`src/rtl/atd_pkg.sv`:
```
// Shared types and constants for the accelerometer tap detector.
// Used by every module in rtl/; depends on nothing.
`timescale 1ns / 1ps

package atd_pkg;

	// Sample and index widths
	localparam int SAMPLE_BITS = 12;
	localparam int INDEX_BITS  = 32;

	// Squared axis (always non-negative) and squared magnitude widths
	localparam int SQ_W  = 2 * SAMPLE_BITS - 1;
	localparam int MAG_W = 2 * SAMPLE_BITS + 1;

	// Configuration register widths
	localparam int THR_W  = 24;
	localparam int LOOK_W = 8;
	localparam int SKIP_W = 8;
	localparam int HOLD_W = 16;

	// Compare width covers both the magnitude and the threshold
	localparam int CMP_W = (MAG_W > THR_W) ? MAG_W : THR_W;

	// Stream packing
	localparam int IN_TDATA_W  = ((3 * SAMPLE_BITS + 7) / 8) * 8;
	localparam int OUT_TDATA_W = ((INDEX_BITS + 7) / 8) * 8;

	// APB port
	localparam int APB_AW = 4;
	localparam int APB_DW = 32;

	// Register indexes (byte address / 4)
	localparam logic [1:0] REG_THRESHOLD = 2'd0;
	localparam logic [1:0] REG_LOOKAHEAD = 2'd1;
	localparam logic [1:0] REG_SKIP      = 2'd2;
	localparam logic [1:0] REG_HOLDOFF   = 2'd3;

	// Register reset values
	localparam logic [THR_W-1:0]  RST_THRESHOLD = '0;
	localparam logic [LOOK_W-1:0] RST_LOOKAHEAD = LOOK_W'(8);
	localparam logic [SKIP_W-1:0] RST_SKIP      = SKIP_W'(4);
	localparam logic [HOLD_W-1:0] RST_HOLDOFF   = '0;

	// Samples skipped after the first dip arms the wait
	localparam logic [SKIP_W-1:0] ARM_SKIP = SKIP_W'(2);

	// Dip queue between classifier and tap sequencer
	localparam int QUEUE_DEPTH = 4;
	localparam int QPTR_W      = $clog2(QUEUE_DEPTH);
	localparam int QCNT_W      = $clog2(QUEUE_DEPTH + 1);

	// Tap sequencer states
	typedef enum logic {
		ST_IDLE,
		ST_WAIT
	} tap_state_t;

	// Configuration register bundle
	typedef struct packed {
		logic [THR_W-1:0]  threshold_sq;
		logic [LOOK_W-1:0] look_limit;
		logic [SKIP_W-1:0] skip_len;
		logic [HOLD_W-1:0] holdoff_samples;
	} cfg_t;

endpackage

```
`src/rtl/atd_cfg_regs.sv`:
```
// APB register file for the tap detector: threshold, lookahead, skip, holdoff.
// Depends on atd_pkg.
`timescale 1ns / 1ps

module atd_cfg_regs import atd_pkg::*; (
	input  logic              clk,
	input  logic              arst_n,
	input  logic              psel,
	input  logic              penable,
	input  logic              pwrite,
	input  logic [APB_AW-1:0] paddr,
	input  logic [APB_DW-1:0] pwdata,
	output logic [APB_DW-1:0] prdata,
	output logic              pready,
	output cfg_t              cfg
);

	cfg_t       cfg_q;
	logic       wr_en;
	logic [1:0] reg_idx;

	assign pready  = 1'b1;
	assign wr_en   = psel & penable & pwrite;
	assign reg_idx = paddr[3:2];

	// Register writes
	always_ff @(posedge clk or negedge arst_n) begin
		if (!arst_n) begin
			cfg_q.threshold_sq    <= RST_THRESHOLD;
			cfg_q.look_limit      <= RST_LOOKAHEAD;
			cfg_q.skip_len        <= RST_SKIP;
			cfg_q.holdoff_samples <= RST_HOLDOFF;
		end else if (wr_en) begin
			unique case (reg_idx)
				REG_THRESHOLD: cfg_q.threshold_sq    <= pwdata[THR_W-1:0];
				REG_LOOKAHEAD: cfg_q.look_limit      <= pwdata[LOOK_W-1:0];
				REG_SKIP:      cfg_q.skip_len        <= pwdata[SKIP_W-1:0];
				REG_HOLDOFF:   cfg_q.holdoff_samples <= pwdata[HOLD_W-1:0];
				default: ;
			endcase
		end
	end

	// Read mux
	always_comb begin
		unique case (reg_idx)
			REG_THRESHOLD: prdata = APB_DW'(cfg_q.threshold_sq);
			REG_LOOKAHEAD: prdata = APB_DW'(cfg_q.look_limit);
			REG_SKIP:      prdata = APB_DW'(cfg_q.skip_len);
			REG_HOLDOFF:   prdata = APB_DW'(cfg_q.holdoff_samples);
			default:       prdata = '0;
		endcase
	end

	assign cfg = cfg_q;

endmodule

```
`src/rtl/atd_front.sv`:
```
// Front end: squares the three axes, sums them and flags a dip below threshold.
// Two stages: multipliers into _s1 registers, then add and compare. Depends on atd_pkg.
`timescale 1ns / 1ps

module atd_front import atd_pkg::*; (
	input  logic                          clk,
	input  logic                          arst_n,
	input  logic                          in_take,
	input  logic signed [SAMPLE_BITS-1:0] accel_x,
	input  logic signed [SAMPLE_BITS-1:0] accel_y,
	input  logic signed [SAMPLE_BITS-1:0] accel_z,
	input  logic [THR_W-1:0]              threshold_sq,
	output logic                          busy,
	output logic                          push,
	output logic                          dip
);

	logic signed [2*SAMPLE_BITS-1:0] px, py, pz;
	logic [SQ_W-1:0]                 sqx_s1, sqy_s1, sqz_s1;
	logic                            valid_s1;
	logic [CMP_W-1:0]                mag;

	// Per-axis squares; results are non-negative and fit SQ_W bits
	assign px = accel_x * accel_x;
	assign py = accel_y * accel_y;
	assign pz = accel_z * accel_z;

	always_ff @(posedge clk or negedge arst_n) begin
		if (!arst_n) begin
			valid_s1 <= 1'b0;
		end else begin
			valid_s1 <= in_take;
		end
	end

	always_ff @(posedge clk) begin
		if (in_take) begin
			sqx_s1 <= px[SQ_W-1:0];
			sqy_s1 <= py[SQ_W-1:0];
			sqz_s1 <= pz[SQ_W-1:0];
		end
	end

	// Magnitude sum and threshold compare
	assign mag  = CMP_W'(sqx_s1) + CMP_W'(sqy_s1) + CMP_W'(sqz_s1);
	assign dip  = mag < CMP_W'(threshold_sq);
	assign push = valid_s1;
	assign busy = valid_s1;

endmodule

```
`src/rtl/atd_queue.sv`:
```
// Short FIFO of dip flags between the classifier and the tap sequencer.
// Depends on atd_pkg.
`timescale 1ns / 1ps

module atd_queue import atd_pkg::*; (
	input  logic              clk,
	input  logic              arst_n,
	input  logic              push,
	input  logic              push_dip,
	input  logic              pop,
	output logic              head_valid,
	output logic              head_dip,
	output logic [QCNT_W-1:0] count
);

	logic [QUEUE_DEPTH-1:0] mem_q;
	logic [QPTR_W-1:0]      wr_ptr_q, rd_ptr_q;
	logic [QCNT_W-1:0]      count_q;

	// Storage
	always_ff @(posedge clk) begin
		if (push) begin
			mem_q[wr_ptr_q] <= push_dip;
		end
	end

	// Pointers and fill level
	always_ff @(posedge clk or negedge arst_n) begin
		if (!arst_n) begin
			wr_ptr_q <= '0;
			rd_ptr_q <= '0;
			count_q  <= '0;
		end else begin
			if (push) begin
				wr_ptr_q <= QPTR_W'((QPTR_W + 1)'(wr_ptr_q) + 1'b1);
			end
			if (pop) begin
				rd_ptr_q <= QPTR_W'((QPTR_W + 1)'(rd_ptr_q) + 1'b1);
			end
			if (push && !pop) begin
				count_q <= count_q + 1'b1;
			end else if (pop && !push) begin
				count_q <= count_q - 1'b1;
			end
		end
	end

	assign head_valid = (count_q != '0);
	assign head_dip   = mem_q[rd_ptr_q];
	assign count      = count_q;

`ifndef SYNTHESIS
	// No push into a full queue without a pop in the same cycle, no pop from an empty one
	a_no_overflow: assert property (@(posedge clk) disable iff (!arst_n)
		push |-> (count_q < QCNT_W'(QUEUE_DEPTH)) || pop)
		else $error("dip queue overflow");
	a_no_underflow: assert property (@(posedge clk) disable iff (!arst_n)
		pop |-> count_q != '0)
		else $error("dip queue underflow");
`endif

endmodule

```
`src/rtl/atd_back.sv`:
```
// Back end: tap sequencer with holdoff, skip and lookahead counters, and the result register.
// Consumes one dip flag per cycle when the result register can take a report. Depends on atd_pkg.
`timescale 1ns / 1ps

module atd_back import atd_pkg::*; (
	input  logic                  clk,
	input  logic                  arst_n,
	input  cfg_t                  cfg,
	input  logic                  head_valid,
	input  logic                  head_dip,
	output logic                  pop,
	output logic                  out_valid,
	input  logic                  out_ready,
	output logic                  out_double,
	output logic [INDEX_BITS-1:0] out_index
);

	tap_state_t            state_q, state_d;
	logic [SKIP_W-1:0]     skip_q, skip_d;
	logic [LOOK_W-1:0]     look_q, look_d;
	logic [HOLD_W-1:0]     hold_q, hold_d;
	logic [INDEX_BITS-1:0] count_q, count_d;
	logic [INDEX_BITS-1:0] first_q, first_d;
	logic [INDEX_BITS-1:0] count_inc;
	logic [LOOK_W-1:0]     look_inc;
	logic                  report, rep_double;
	logic [INDEX_BITS-1:0] rep_index;
	logic                  out_valid_q, out_double_q;
	logic [INDEX_BITS-1:0] out_index_q;

	// Take the next flag whenever the result slot is free or draining
	assign pop       = head_valid && (!out_valid_q || out_ready);
	assign count_inc = count_q + 1'b1;
	assign look_inc  = look_q + 1'b1;

	// Next state
	always_comb begin
		state_d = state_q;
		if (pop && hold_q == '0 && skip_q == '0) begin
			unique case (state_q)
				ST_IDLE: if (head_dip) state_d = ST_WAIT;
				ST_WAIT: if (head_dip || look_inc >= cfg.look_limit) state_d = ST_IDLE;
				default: state_d = ST_IDLE;
			endcase
		end
	end

	// Counters and report
	always_comb begin
		skip_d     = skip_q;
		look_d     = look_q;
		hold_d     = hold_q;
		count_d    = count_q;
		first_d    = first_q;
		report     = 1'b0;
		rep_double = 1'b0;
		rep_index  = first_q;
		if (pop) begin
			if (hold_q != '0) begin
				// dropped sample, not counted
				hold_d = hold_q - 1'b1;
			end else begin
				count_d = count_inc;
				if (skip_q != '0) begin
					skip_d = skip_q - 1'b1;
				end else begin
					unique case (state_q)
						ST_IDLE: begin
							if (head_dip) begin
								look_d  = '0;
								first_d = count_inc;
								skip_d  = ARM_SKIP;
							end
						end
						ST_WAIT: begin
							look_d = look_inc;
							if (head_dip) begin
								report     = 1'b1;
								rep_double = 1'b1;
								rep_index  = count_inc;
							end else if (look_inc >= cfg.look_limit) begin
								report    = 1'b1;
								rep_index = first_q;
							end
						end
						default: ;
					endcase
					if (report) begin
						skip_d = cfg.skip_len;
						hold_d = cfg.holdoff_samples;
					end
				end
			end
		end
	end

	// Sequencer registers
	always_ff @(posedge clk or negedge arst_n) begin
		if (!arst_n) begin
			state_q <= ST_IDLE;
			skip_q  <= '0;
			look_q  <= '0;
			hold_q  <= '0;
			count_q <= '0;
			first_q <= '0;
		end else begin
			state_q <= state_d;
			skip_q  <= skip_d;
			look_q  <= look_d;
			hold_q  <= hold_d;
			count_q <= count_d;
			first_q <= first_d;
		end
	end

	// Result register
	always_ff @(posedge clk or negedge arst_n) begin
		if (!arst_n) begin
			out_valid_q <= 1'b0;
		end else if (report) begin
			out_valid_q <= 1'b1;
		end else if (out_ready) begin
			out_valid_q <= 1'b0;
		end
	end

	always_ff @(posedge clk) begin
		if (report) begin
			out_double_q <= rep_double;
			out_index_q  <= rep_index;
		end
	end

	assign out_valid  = out_valid_q;
	assign out_double = out_double_q;
	assign out_index  = out_index_q;

`ifndef SYNTHESIS
	// A report never overwrites a result that is still waiting
	a_no_clobber: assert property (@(posedge clk) disable iff (!arst_n)
		report |-> !out_valid_q || out_ready)
		else $error("result overwritten");
	// While waiting for a second dip only the arming skip can be pending
	a_wait_counters: assert property (@(posedge clk) disable iff (!arst_n)
		state_q == ST_WAIT |-> skip_q <= ARM_SKIP && hold_q == '0)
		else $error("counters inconsistent in wait state");
	// Every report returns the sequencer to idle
	a_report_idle: assert property (@(posedge clk) disable iff (!arst_n)
		report |=> state_q == ST_IDLE)
		else $error("sequencer not idle after report");
`endif

endmodule

```
`src/rtl/accel_tap_detector.sv`:
```
// Top level of the accelerometer tap detector: APB registers, classifier, dip queue, sequencer.
// Depends on atd_pkg, atd_cfg_regs, atd_front, atd_queue, atd_back.
//
//  channel   dir  handshake              payload
//  s_*       in   s_tvalid / s_tready    tdata: accel_x, accel_y, accel_z
//  m_*       out  m_tvalid / m_tready    tdata: tap_index; tuser: is_double
//  apb       in   psel, penable, pready  4 registers at byte address 4*i
//
// One sample per cycle sustained while m_* is not stalled. An accepted sample is registered
// in the multiplier stage, then added, compared and written into the dip queue for the
// sequencer; a report appears in m_* the cycle after the sequencer takes its flag.
// Reset is asynchronous, active low; registers return to 0, 8, 4, 0.
// A stall on m_* stops the sequencer; the four-entry queue then fills and s_tready drops.
`timescale 1ns / 1ps

module accel_tap_detector import atd_pkg::*; (
	input  logic                   clk,
	input  logic                   arst_n,
	// sample in: [11:0] accel_x, [23:12] accel_y, [35:24] accel_z, rest zero
	input  logic                   s_tvalid,
	output logic                   s_tready,
	input  logic [IN_TDATA_W-1:0]  s_tdata,
	// tap out: [31:0] tap_index
	output logic                   m_tvalid,
	input  logic                   m_tready,
	output logic [OUT_TDATA_W-1:0] m_tdata,
	// tap out: [0] is_double
	output logic [0:0]             m_tuser,
	// configuration
	input  logic                   psel,
	input  logic                   penable,
	input  logic                   pwrite,
	input  logic [APB_AW-1:0]      paddr,
	input  logic [APB_DW-1:0]      pwdata,
	output logic [APB_DW-1:0]      prdata,
	output logic                   pready
);

	cfg_t                  cfg;
	logic                  in_take;
	logic                  front_busy, push, dip;
	logic                  pop, head_valid, head_dip;
	logic [QCNT_W-1:0]     q_count;
	logic                  out_double;
	logic [INDEX_BITS-1:0] out_index;

	atd_cfg_regs u_cfg (
		.clk     (clk),
		.arst_n  (arst_n),
		.psel    (psel),
		.penable (penable),
		.pwrite  (pwrite),
		.paddr   (paddr),
		.pwdata  (pwdata),
		.prdata  (prdata),
		.pready  (pready),
		.cfg     (cfg)
	);

	// Accept only while the queue has room for everything in flight
	assign s_tready = (QCNT_W'(q_count + QCNT_W'(front_busy)) < QCNT_W'(QUEUE_DEPTH));
	assign in_take  = s_tvalid & s_tready;

	atd_front u_front (
		.clk          (clk),
		.arst_n       (arst_n),
		.in_take      (in_take),
		.accel_x      (s_tdata[SAMPLE_BITS-1:0]),
		.accel_y      (s_tdata[2*SAMPLE_BITS-1:SAMPLE_BITS]),
		.accel_z      (s_tdata[3*SAMPLE_BITS-1:2*SAMPLE_BITS]),
		.threshold_sq (cfg.threshold_sq),
		.busy         (front_busy),
		.push         (push),
		.dip          (dip)
	);

	atd_queue u_queue (
		.clk        (clk),
		.arst_n     (arst_n),
		.push       (push),
		.push_dip   (dip),
		.pop        (pop),
		.head_valid (head_valid),
		.head_dip   (head_dip),
		.count      (q_count)
	);

	atd_back u_back (
		.clk        (clk),
		.arst_n     (arst_n),
		.cfg        (cfg),
		.head_valid (head_valid),
		.head_dip   (head_dip),
		.pop        (pop),
		.out_valid  (m_tvalid),
		.out_ready  (m_tready),
		.out_double (out_double),
		.out_index  (out_index)
	);

	assign m_tdata = OUT_TDATA_W'(out_index);
	assign m_tuser = out_double;

endmodule
```
`config.mk`:
```
export PLATFORM = sky130hd
export DESIGN_NAME = accel_tap_detector
export DESIGN_NICKNAME = d
export VERILOG_FILES = /design/src/rtl/atd_pkg.sv /design/src/rtl/atd_cfg_regs.sv /design/src/rtl/atd_front.sv /design/src/rtl/atd_queue.sv /design/src/rtl/atd_back.sv /design/src/rtl/accel_tap_detector.sv
export SDC_FILE = /design/constraint.sdc
export NUM_CORES = 2
export LEC_CHECK = 0
export BUFFER_PORTS_ARGS = -buffer_cell sky130_fd_sc_hd__buf_2
export CAP_MARGIN = 0
export CORE_MARGIN = 2
export CORE_UTILIZATION = 50
export DETAILED_ROUTE_END_ITERATION = 8
export HOLD_SLACK_MARGIN = 0.05
export PLACE_DENSITY_LB_ADDON = 0.25
export SYNTH_ARGS = -nofsm -noshare
export SYNTH_HDL_FRONTEND = slang
export SYNTH_SLANG_ARGS = --single-unit
```
`constraint.sdc`:
```
create_clock -name clk -period 5.5 [get_ports clk]
set_input_delay 0.55 -clock clk [delete_from_list [all_inputs] [get_ports clk]]
set_output_delay 0.55 -clock clk [all_outputs]
set_load 0.05 [all_outputs]
```
==> metrics <==
status=finished clean; fin crit share=0.9516; initial detailed-routing violation count=875; asr flop ratio synth=0.6113; num rows=86; first-pass GRT wire length=100400 µm; Post-Route WL=58170 µm; Core ar.=55200 µm²; Post-synth EDFFs=103; All-Layer GR Usage=0.2110; share of cells above drive strength 1=0.1303; Slew Viols, Final=0; largest net degree at the start of global routing=100; worst min path class=in -> async; CTS Hold Buffers Added=0; Clk Latency, worst-skew pair=0.58 ns; WP data arrival=5.53 ns; startpoint types=primary input; Clk pin slew, worst setup/hold paths=0.06 ns; DRC=0; DIE WIDTH=240.6 µm; DR vias/cell=5.186; Final GP Congestion=0.8722; clock sink count=265; CP max-delay cell=fa_1; cells along the critical path=buf_2 -> and2_1 -> inv_1 -> fa_1 -> inv_1 -> fa_1 -> inv_1 -> fa_1 -> fa_1 -> inv_1 -> fa_1 -> ha_1 -> a21o_1 -> a2111oi_1 -> o31ai_1 -> nand2_1 -> o2111ai_1 -> a31o_2 -> a21oi_1 -> xnor2_1; CP max FO=5; commonest cells after routing, fill and taps aside=inv_1, fa_1, nand2_1; synth warn=0; DIE AREA=57900 µm²; Vias=19840; # Max-Cap Violations=0; antenna cells=0; port bufs=127; Chip Height=240.6 µm; HPWL after DPL=48230 µm; final hold vios=0; Crit Path Class=in -> reg; drt first pass iters=7; vias in the first global route=21090; min Tclk post-route=5.234 ns; post-route ant nets=0; initial antenna violation count=0; Worst path max stage delay=0.52 ns; CTS Buf Count=30; Synth Cell Area=27990 µm²; IO Pins=151; most common cell after layout, fill and taps aside=inv_1; Syn Inst Count=2828; hold slack=0.07782 ns; post-synthesis sequential area ratio=0.2554; root buf cell=clkbuf_16; fmax=191.1 MHz; Clock Skew=0.02099 ns; Layout Nets=3741; drt wl/cell=15.20 µm; synthesis-stage register bit count=265; Crit path max-delay family=adder cells; H-tree Lvls=1; CTS tree=yes; Syn Area/Cell=9.899 µm²; Critical Path Sink Type=register; final core occ=0.5687; Worst slew margin=0.3790; # setup viols final=0; Initial Util=0.5071; CTS Buffer Depth=3; worst-margin pin slew=0.9309 ns; dominant synthesized flop cell=dfrtp_1; Yosys cell types=77; Most Frequent Cell on Critical Path=fa_1; area added between synthesis and finish=12.15%; WP buf/inv=5; GRT overflow=0; Data required, critical path=5.80 ns
## state kept, by name (all words and copies together), names as in the netlist
signal,cells
u_back.count_q,32
u_back.out_valid,1
u_back.first_q,32
u_front.sqz_s1,22
u_back.hold_q,16
u_back.look_q,8
u_back.out_index,32
u_queue.rd_ptr_q,2
u_queue.wr_ptr_q,2
u_back.state_q,1
u_front.busy,1
u_back.skip_q,8
u_cfg.cfg,56
u_front.sqy_s1,22
u_front.sqx_s1,22
u_queue.mem_q,4
u_queue.count,3
u_back.out_double,1
## timing repair
item	CTS	global route
endpoints found under the setup margin	4	6
setup buffers	0	1
pin swaps	0	5
gates resized for setup	2	11
## metal layers
metal / wire, µm / GRT usage
met4: 1627 / 0.06079
met1: 25100 / 0.2728
met2: 29680 / 0.3798
met3: 1749 / 0.01670
met5: 0 / 0
## worst register-to-register path, stage by stage, from the launching register on
cell and delay, ns:
edfxtp_1 0.36, ha_1 0.23, fa_1 0.40, a21o_1 0.21, a21oi_2 0.18, buf_4 0.15, xnor2_1 0.09, ha_1 0.41
nand3_1 0.10, a21oi_1 0.24, o311ai_0 0.21, a32oi_1 0.31, nand3_1 0.14, and2_1 0.20, o21ai_0 0.19, xor2_1 0.11
ha_1 0.30, nand4_1 0.14, a2111oi_1 0.40, o21ai_1 0.21, nand3_1 0.13, a31oi_1 0.09, o21a_2 0.17
## synthesized netlist by cell type (5+ instances only)
cell type  instances  area [µm²]
a2111oi_0          6       52.55
a211oi_1          15       112.6
a21o_1            26       195.2
a21oi_1           95       475.5
a22o_1             8       70.07
a31oi_1           10       62.56
and2_1           143       894.6
and3_1            13       81.33
buf_1              6       22.52
buf_2              5       25.02
buf_4              9       67.56
clkbuf_1          63       236.5
dfrtp_1          160        4004
edfxtp_1         103        3093
fa_1             358        7167
ha_1             246        3078
inv_1            481        1805
mux2_2            29       326.6
mux4_2             9       202.7
nand2_1          274        1028
nand2b_1          16       100.1
nand3_1           55       275.3
nand4_1           15       93.84
nor2_1           115       431.7
nor2b_1           35       219.0
nor3_1            49       245.2
nor4_1             6       37.54
o211ai_1           6       45.04
o21a_1            19       142.6
o21ai_0          151       755.7
o21bai_1           6       45.04
o31ai_1            9       67.56
or2_2             13       81.33
or3_1             10       62.56
xnor2_1          132        1156
xor2_1            53       464.2
## path summary, 6_finish.rpt
check,from,endpoint,slack [ns],cells after the start
max,s_tdata[10],u_front.sqx_s1[22],0.27,20
min,arst_n,u_back.hold_q[9],0.08,1
max reg2reg,u_front.sqy_s1[2],u_queue.mem_q[0],0.28,22
min reg2reg,u_back.first_q[20],u_back.first_q[20],0.48,2
max in group asynchronous,arst_n,u_back.first_q[10],3.98,2
min in group clk,pwdata[21],u_cfg.cfg[53],0.18,3
## stage by stage
stage,instances,area [µm²],setup TNS [ns],setup WS [ns]
after floorplan,2835,28020,0,0.02153
after global placement,3769,30370,-0.5199,-0.2007
after detailed placement,3769,30370,-1.760,-0.3187
after CTS,3825,31360,0,0.04294
after global routing,3826,31400,-0.08416,-0.02120
final,3826,31400,0,0.2659
## layout make-up
class	count	area [µm²]
clock buffer	37	840.8
fill	4844	23810
tap	748	935.9
multi-input combinational	2004	18750
timing repair buffer	272	1768
sequential	265	7149
inverter	481	1805
clock inverter	19	147.6
## cell families (layout without fill, tap and decap cells)
group	after synthesis	in the layout	share of synthesized area
compound gates	393	393	0.08631
xor+xnor	185	185	0.05788
fa+ha+maj	604	604	0.3660
buf+inv	566	809	0.07764
flops	265	265	0.2554
mux	40	40	0.01962
other cells	2	9	0.0002683
simple gates	773	773	0.1369
Power is left out: the tool's default activity adds up to more than one toggle a clock period on the data nets, which glitch-free logic cannot reach.
